===== src/sv/brta_ram.sv =====
// Generic single-write, single-read RAM with registered read data.
`timescale 1ns / 1ps
module brta_ram #(
    parameter int WIDTH = 8,
    parameter int DEPTH = 16
) (
    input  logic                     clk,
    input  logic                     we,
    input  logic [$clog2(DEPTH)-1:0] waddr,
    input  logic [WIDTH-1:0]         wdata,
    input  logic [$clog2(DEPTH)-1:0] raddr,
    output logic [WIDTH-1:0]         rdata
);

    logic [WIDTH-1:0] mem [DEPTH];

    always_ff @(posedge clk)
    begin
        if (we)
        begin
            mem[waddr] <= wdata;
        end
        rdata <= mem[raddr];
    end

endmodule


===== config.mk =====
export PLATFORM = sky130hd
export DESIGN_NAME = brta_ram
export DESIGN_NICKNAME = d
export VERILOG_FILES = /design/src/sv/brta_ram.sv
export SDC_FILE = /design/constraint.sdc
export NUM_CORES = 1
export LEC_CHECK = 0
export ABC_AREA = 0
export BUFFER_PORTS_ARGS = -buffer_cell sky130_fd_sc_hd__buf_4
export CAP_MARGIN = 25
export CORE_UTILIZATION = 45
export CTS_BUF_LIST = sky130_fd_sc_hd__clkbuf_16
export DETAILED_ROUTE_END_ITERATION = 8
export SKIP_LAST_GASP = 1
export SLEW_MARGIN = 40
export SYNTH_ARGS = -nofsm -noshare
export SYNTH_HDL_FRONTEND = slang
export SYNTH_SLANG_ARGS = --single-unit

===== constraint.sdc =====
create_clock -name clk -period 3.45 [get_ports clk]
set_input_delay 0.1725 -clock clk [delete_from_list [all_inputs] [get_ports clk]]
set_output_delay 0.1725 -clock clk [all_outputs]
set_load 0.01 [all_outputs]

==> summary.md <==
| Metric | Value |
|---|---|
| Outcome | `complete, no violations` |
| Clk sinks | `136` |
| Crit-path slowest cell | `mux4_1` |
| First-pass GRT wire length | `14600 µm` |
| Reg2reg start | `mem[11][7]` |
| Worst path depth | `4` |
| Fill count | `840` |
| Htree depth | `4` |
| Port Buffers | `25` |
| Via count | `2317` |
| Crit Path Max Fanout | `32` |
| Area of the die | `11900 µm²` |
| Max Slew Vio Count | `0` |
| Minimum hold slack | `76.2 ps` |
| Buffer depth of the longest clock path | `2` |
| Hold endpoint | `mem[6][4]` |
| Placed cell count | `387` |
| CP required | `3730 ps` |
| Crit path cell chain | `buf_4 > mux4_1 > a22oi_1 > nand2_1` |
| Synthesis Warnings | `0` |
| # rows | `38` |
| Setup violations, final | `0` |
| Antenna Nets Post-Route | `0` |
| Total Nets Final | `284` |
| Chip width | `109 µm` |
| Cell depth of the worst flop-to-flop path | `3` |
| Pwr dens | `603 nW/µm²` |
| Post-Syn Area | `5150 µm²` |
| Cell Area, Placed | `5470 µm²` |
| Crit path DAT | `1680 ps` |
| Total gr overflow | `0` |
| Critical Path Max Stage Delay | `620 ps` |
| Post-Route Skew | `8.59 ps` |
| Syn Area/Cell | `22.5 µm²` |
| Layout cells sized above 1 | `0.306` |
| Setup slack at placement | `1560 ps` |
| Largest net degree at the start of global routing | `33` |
| Seq/Total Area, Yosys | `0.778` |
| Starting Density | `0.469` |
| 1st-pass router iterations | `4` |
| Critical path type | `in -> reg` |
| Root Buffer | `clkbuf_16` |
| Syn-to-layout area delta | `16.5%` |
| Hold path depth | `1` |
| CTS tree | `yes` |
| Share of the synthesized area in the top cell type | `0.747` |
| Tcrit/Tclk final | `0.404` |
| Leakage power figure | `2.00 nW` |
| # IOs | `26` |
| CTS buffer count | `17` |
| Max-cap violations | `0` |
| Crit path max-delay family | `multiplexers` |
| Crit path capture type | `flip-flop` |
| Clock transition at path regs | `60 ps` |
| Top cells by area, synth | `edfxtp_1 75%, mux4_2 7.9%, mux4_1 7.1%` |
| Clock latency on the worst-skew pair | `410 ps` |
| Drt wl/cell | `23.1 µm` |
| Tot Pwr | `3.62 mW` |
| Post-Syn Instances | `229` |
| Gr usage total | `0.185` |
| WP buf/inv | `1` |
| Worst slew margin | `0.461` |
| Final hold viol count | `0` |
| Hold path startpoint | `wdata[4]` |
| Post-route setup TNS | `0 ps` |
| Post-synth cell types | `19` |
| Synth Register Bits | `136` |
| Min Tclk post-route | `1390 ps` |
| Post-Route Utilization | `0.546` |
| Dominant cell type by area after synthesis | `edfxtp_1` |
| Min-Delay Path Class | `in -> reg` |
| Die Height | `109 µm` |
| Setup crit start kind | `input port` |
| ANT cells | `0` |
| # hold bufs at CTS | `0` |
| R2r endpoint | `rdata[7]` |
| Syn Nets | `247` |
| RSZ-0062 raised after global routing | `false` |
| Core footprint | `11000 µm²` |
| Post_cts resized | `0` |
| Fin cells | `418` |
| GP Congestion | `0.762` |
| Post-CTS Setup Repair Bufs | `0` |
| Vias in the first global route | `2437` |
| Reg-to-reg slack, setup | `2060 ps` |
| Hpwl dp | `5960 µm` |
| Worst setup margin | `2060 ps` |
| Worst vdd ir | `0.323 mV` |
| Initial drt markers | `117` |
| Initial antenna violation count | `0` |
| Final Instance Area | `6000 µm²` |
| Slew at the pin closest to its max-slew limit | `805 ps` |
| WL final | `9650 µm` |
| DRC Markers | `0` |
| Via-to-Cell Ratio | `5.54` |
| Peak Freq | `718 MHz` |
-- how the worst max path moves through the flow --
stage,to,from
global route,rdata[2],raddr[0]
CTS,mem[3][5],waddr[2]
detailed placement,mem[3][3],waddr[2]
finish,rdata[1],raddr[0]
floorplan,mem[0][0],waddr[2]
global placement,mem[4][7],waddr[3]
-- where the power goes --
part | total, mW | internal [mW] | switching [mW] | leakage (nW)
Combinational | 0.178 | 0.0780 | 0.100 | 0.507
Clock | 1.58 | 0.964 | 0.615 | 0.273
Sequential | 1.86 | 1.85 | 0.0109 | 1.22
-- metal layers --
layer / vias up / GRT usage / routed length [µm]
met1: 1183 / 0.260 / 4350
met3: 6 / 0.0412 / 518
met4: 0 / 0.0869 / 79
met5: - / 0 / 0
met2: 78 / 0.275 / 4710
li1: 1050 / - / -
-- layout by cell type (no fill, tap or decap), drive strengths merged --
cell / count
edfxtp: 128
mux4: 32
buf: 28
clkbuf: 17
a22oi: 16
nor2: 13
nand2: 9
clkinv: 9
dfxtp: 8
nor3: 4
inv: 3
nand3b: 2
nand2b: 2
nor2b: 1
and2: 1
and2b: 1
nand3: 1
or3b: 1
bufinv: 1
clkinvlp: 1
-- cells in the mapped netlist --
library cell,count
mux4_2,18
or3b_2,1
nand2_1,9
clkdlybuf4s25_2,3
nor3_1,4
nor2_1,13
nand3_1,1
nand2b_1,2
nor2b_1,1
buf_2,3
a22oi_1,16
and2_1,1
buf_4,1
and2b_1,1
edfxtp_1,128
buf_6,3
nand3b_1,2
mux4_1,14
dfxtp_1,8
-- logic make-up (layout without fill, tap and decap cells) --
group / count (synthesis) / count (layout) / share of synthesized area
AOI/OAI and AO/OA: 16 / 16 / 0.0233
DFF: 136 / 136 / 0.778
buffers and inverters: 10 / 59 / 0.0168
and+or+nand+nor: 35 / 35 / 0.0318
muxes: 32 / 32 / 0.150
-- worst register-to-register path: cells and delay by family, from the launching register on --
family | cells | cell delay, ps
simple gates | 1 | 110
flops | 1 | 360
mux | 1 | 470
compound gates | 1 | 320
-- cell type report --
type	count	area, µm²	share of cell area
sequential	136	4000	0.668
clock inverter	14	96.3	0.0161
multi-input combinational	83	1090	0.181
tap	140	175	0.0292
clock buffer	17	425	0.0709
timing repair buffer	28	210	0.0350
-- sequential cells by signal, summed over array words and instances, names as in the netlist --
register,cells
rdata,8
mem,128
No activity file was read; power rests on OpenSTA's default activity.
