--- src/sv/brta_pkg.sv ---
// Shared types, constants and codes for the boot region table allocator.
`timescale 1ns / 1ps
package brta_pkg;

    localparam int ADDR_W           = 48;
    localparam int REGION_SLOTS_DEF = 32;
    localparam int PAGE_SHIFT_DEF   = 12;
    localparam int TOTAL_W          = 6;

    localparam logic [1:0] OP_ADD     = 2'd0;
    localparam logic [1:0] OP_RESERVE = 2'd1;
    localparam logic [1:0] OP_ALLOC   = 2'd2;

    localparam logic [1:0] ST_OK      = 2'd0;
    localparam logic [1:0] ST_FULL    = 2'd1;
    localparam logic [1:0] ST_NOMATCH = 2'd2;
    localparam logic [1:0] ST_NOFIT   = 2'd3;

    typedef struct packed {
        logic [ADDR_W-1:0] start;
        logic [ADDR_W-1:0] length;
        logic              reserved;
    } entry_t;

    localparam int ENTRY_W = $bits(entry_t);

    typedef struct packed {
        logic              hit;
        logic              overlap;
        logic              below;
        logic [ADDR_W-1:0] region_end;
    } eval_t;

endpackage

--- src/sv/brta_eval.sv ---
// Shared compare unit: checks one table entry against the current request.
`timescale 1ns / 1ps
module brta_eval import brta_pkg::*; (
    input  logic [1:0]        op,
    input  entry_t            entry,
    input  logic [ADDR_W-1:0] req_base,
    input  logic [ADDR_W-1:0] req_end,
    input  logic [ADDR_W-1:0] req_size,
    input  logic [ADDR_W:0]   floor,
    output eval_t             res
);

    logic [ADDR_W-1:0] t;

    assign t = entry.start + entry.length;

    always_comb
    begin
        res.region_end = t;
        res.overlap    = (req_base < t) && (entry.start < req_end);
        res.below      = entry.start < req_base;
        unique case (op)
            OP_RESERVE: res.hit = !entry.reserved && (entry.start <= req_base)
                                  && (req_end <= t);
            OP_ALLOC:   res.hit = !entry.reserved && ({1'b0, entry.start} >= floor)
                                  && (entry.length >= req_size);
            default:    res.hit = 1'b0;
        endcase
    end

endmodule

--- config.mk ---
export PLATFORM = sky130hd
export DESIGN_NAME = brta_eval
export DESIGN_NICKNAME = d
export VERILOG_FILES = /design/src/sv/brta_pkg.sv /design/src/sv/brta_eval.sv
export SDC_FILE = /design/constraint.sdc
export NUM_CORES = 1
export LEC_CHECK = 0
export ABC_AREA = 1
export BUFFER_PORTS_ARGS = -buffer_cell sky130_fd_sc_hd__buf_4
export CORE_ASPECT_RATIO = 1.2
export CORE_MARGIN = 5
export CORE_UTILIZATION = 50
export DETAILED_ROUTE_END_ITERATION = 8
export GPL_TIMING_DRIVEN = 0
export PLACE_DENSITY = 0.84
export SLEW_MARGIN = 20
export SYNTH_ARGS = -nofsm -noshare
export SYNTH_HDL_FRONTEND = slang
export SYNTH_SLANG_ARGS = --single-unit
--- constraint.sdc ---
create_clock -name vclk -period 3.4
set_input_delay 0 -clock vclk [all_inputs]
set_output_delay 0 -clock vclk [all_outputs]
set_load 0.05 [all_outputs]
==> impl_metrics.yaml <==
power_and_ir_drop:
  ir_drop_mv: 0.202
  power.density_nw_per_um2: 240
  power_leakage_nw: 8.07
  total_power_mw: 3.41
yosys:
  yosys_warnings: 0
  synth_cells: 1510
  postSynthAreaPerCell_um2: 6.57
  synth_area_um2: 9920
  ys_types: 50
  synth-seq-area-share_pct: 0
  syn_nets: 2136
placed_design:
  hpwl_mm: 33.1
  routabilityCongestion: 1.01
  dpl.cell_count: 2114
  numPortBuffers: 343
  dpl_cell_area_um2: 13200
global_routing:
  grt_pass1_wl_mm: 58.7
  grt_pass1_vias: 12200
  antenna_found_initial: 0
  grt_max_degree: 8
  grt_usage_pct: 31.3
  overflow: 0
timing:
  timing.final.ws_setup_ns: -0.538
  final.min_clock_period_ns: 3.94
  grt_setup_unrepaired: "true"
  hold_viol: 0
  slew-limit-headroom_pct: 44.7
  max_freq_mhz: 254
  setup_viol: 2
  fin_crit_sh_pct: 116
  report.final.slew_viol_count: 0
  tightest_slew_ns: 0.822
finish:
  drive_above_1_share_pct: 30.0
  stdcell_area_um2: 14200
  regArea_um2: 0
  final_common_cell: "buf_4"
  fin_util_pct: 72.8
  nets: 2536
  fillers: 1583
  final_cell_mix: "buf_4 (382), inv_1 (326), ha_1 (305), nand2_1 (215), a21oi_1 (167)"
  flops_and_latches: 0
  diodes: 0
  syn_to_final_growth_pct: 43.4
  clkbuf_count: 0
  fin_cells: 2169
outcome:
  status: "complete, but fails checks"
  violations: "setup timing"
floorplanning:
  die_w_um: 139
  die_y_um: 164
  core_area_um2: 19500
  start_util_pct: 50.8
  die_area_um2: 22800
  io_pins: 343
  row_count: 56
routing:
  viasPerCell: 5.55
  drt_iter0_markers: 709
  via_count: 12000
  antenna_left: 0
  wl_mm: 38.3
  first_pass_iters: 6
  drt-wirelength-per-cell_um: 17.7
  drc: 0
critical_path:
  required_ns: 3.40
  startpoint: "entry[51]"
  worstSetupEndpointType: "output pin"
  path_max_fanout: 4
  setup.worst_path.class: "in -> out"
  crit_arrival_ns: 3.94
  startpoint_type: "input pin"
min_path:
  hp-start: "entry[1]"
  hp-class: "in -> out"
  whs_path_depth: 3
job:
  max_cap_viol_count: 0
## kinds of logic after synthesis
family,Yosys count,share of synthesized area [%]
AO/OA/AOI/OAI,337,20.5
XOR/XNOR,47,4.38
adder cells (fa/ha/maj),334,42.2
buffers and inverters,343,13.0
AND/OR/NAND/NOR,449,20.0
## what timing repair did
action,4_1_cts,5_1_grt
setup endpoints to repair,2,2
gates resized for setup,90,34
hold buffers,0,0
setup buffers,44,13
pin swaps,63,43
hold endpoints to repair,0,0
## cell usage after synthesis (all sizes together), types with 11 or more instances
cell type | number | area, um2
a211oi | 18 | 135
a21oi | 192 | 1000
ha | 333 | 4170
inv | 343 | 1290
nand2 | 247 | 960
nand3 | 41 | 230
nand4 | 30 | 188
nor2 | 84 | 323
nor3 | 21 | 105
nor4 | 11 | 68.8
o21ai | 68 | 408
xnor2 | 19 | 174
xor2 | 28 | 260
## layer usage
metal | vias up | GRT usage (%) | share of wire (%)
met5 | - | 0 | 0
met3 | 134 | 4.92 | 6.5
met1 | 5497 | 34.1 | 37
li1 | 5900 | - | -
met2 | 514 | 59.6 | 51
met4 | 0 | 14.1 | 5.9
## layout make-up
class	instances	area, um2	share of cell area [%]
inverter	343	1290	9.05
timing repair buffer	398	3080	21.6
tap	261	327	2.30
multi-input combinational	1167	9540	67.0
## where the power goes
| part | leakage, nW | total (mW) | internal (mW) | switching (mW) |
|---|---|---|---|---|
| clock | 0 | 0 | 0 | 0 |
| sequential | 0 | 0 | 0 | 0 |
| combinational | 8.07 | 3.41 | 1.37 | 2.05 |
| total | 8.07 | 3.41 | 1.37 | 2.05 |
## final timing paths
kind              slack (ns)      end
setup / recovery       -0.54  res[50]
hold / removal          0.41   res[0]
## per-stage QoR
stage / TNS, ns / worst slack (ns) / hold WS (ns)
after CTS: -0.499 / -0.349 / 0.421
after floorplan: -0.183 / -0.145 / 0.220
final: -0.897 / -0.538 / 0.411
after global placement: -1.24 / -0.746 / 0.453
after global routing: -1.29 / -0.724 / 0.411
after detailed placement: -1.32 / -0.808 / 0.455
## critical path, stage by stage
cell	delay [ns]
buf_6	0.11
ha_4	0.27
buf_4	0.10
nand2_1	0.07
nor2_2	0.18
nand3_4	0.11
nand3_4	0.10
a21oi_4	0.07
o21ai_4	0.18
a21boi_4	0.09
o21ai_4	0.23
a21oi_4	0.11
buf_12	0.15
xnor2_4	0.20
inv_2	0.08
ha_4	0.25
nand4_1	0.16
nor3_2	0.33
nor4b_4	0.35
nand3_1	0.11
nand3b_1	0.19
nand2_2	0.10
nand2_2	0.07
a21oi_4	0.15
buf_6	0.17
Power figures use the tool's default switching activity.
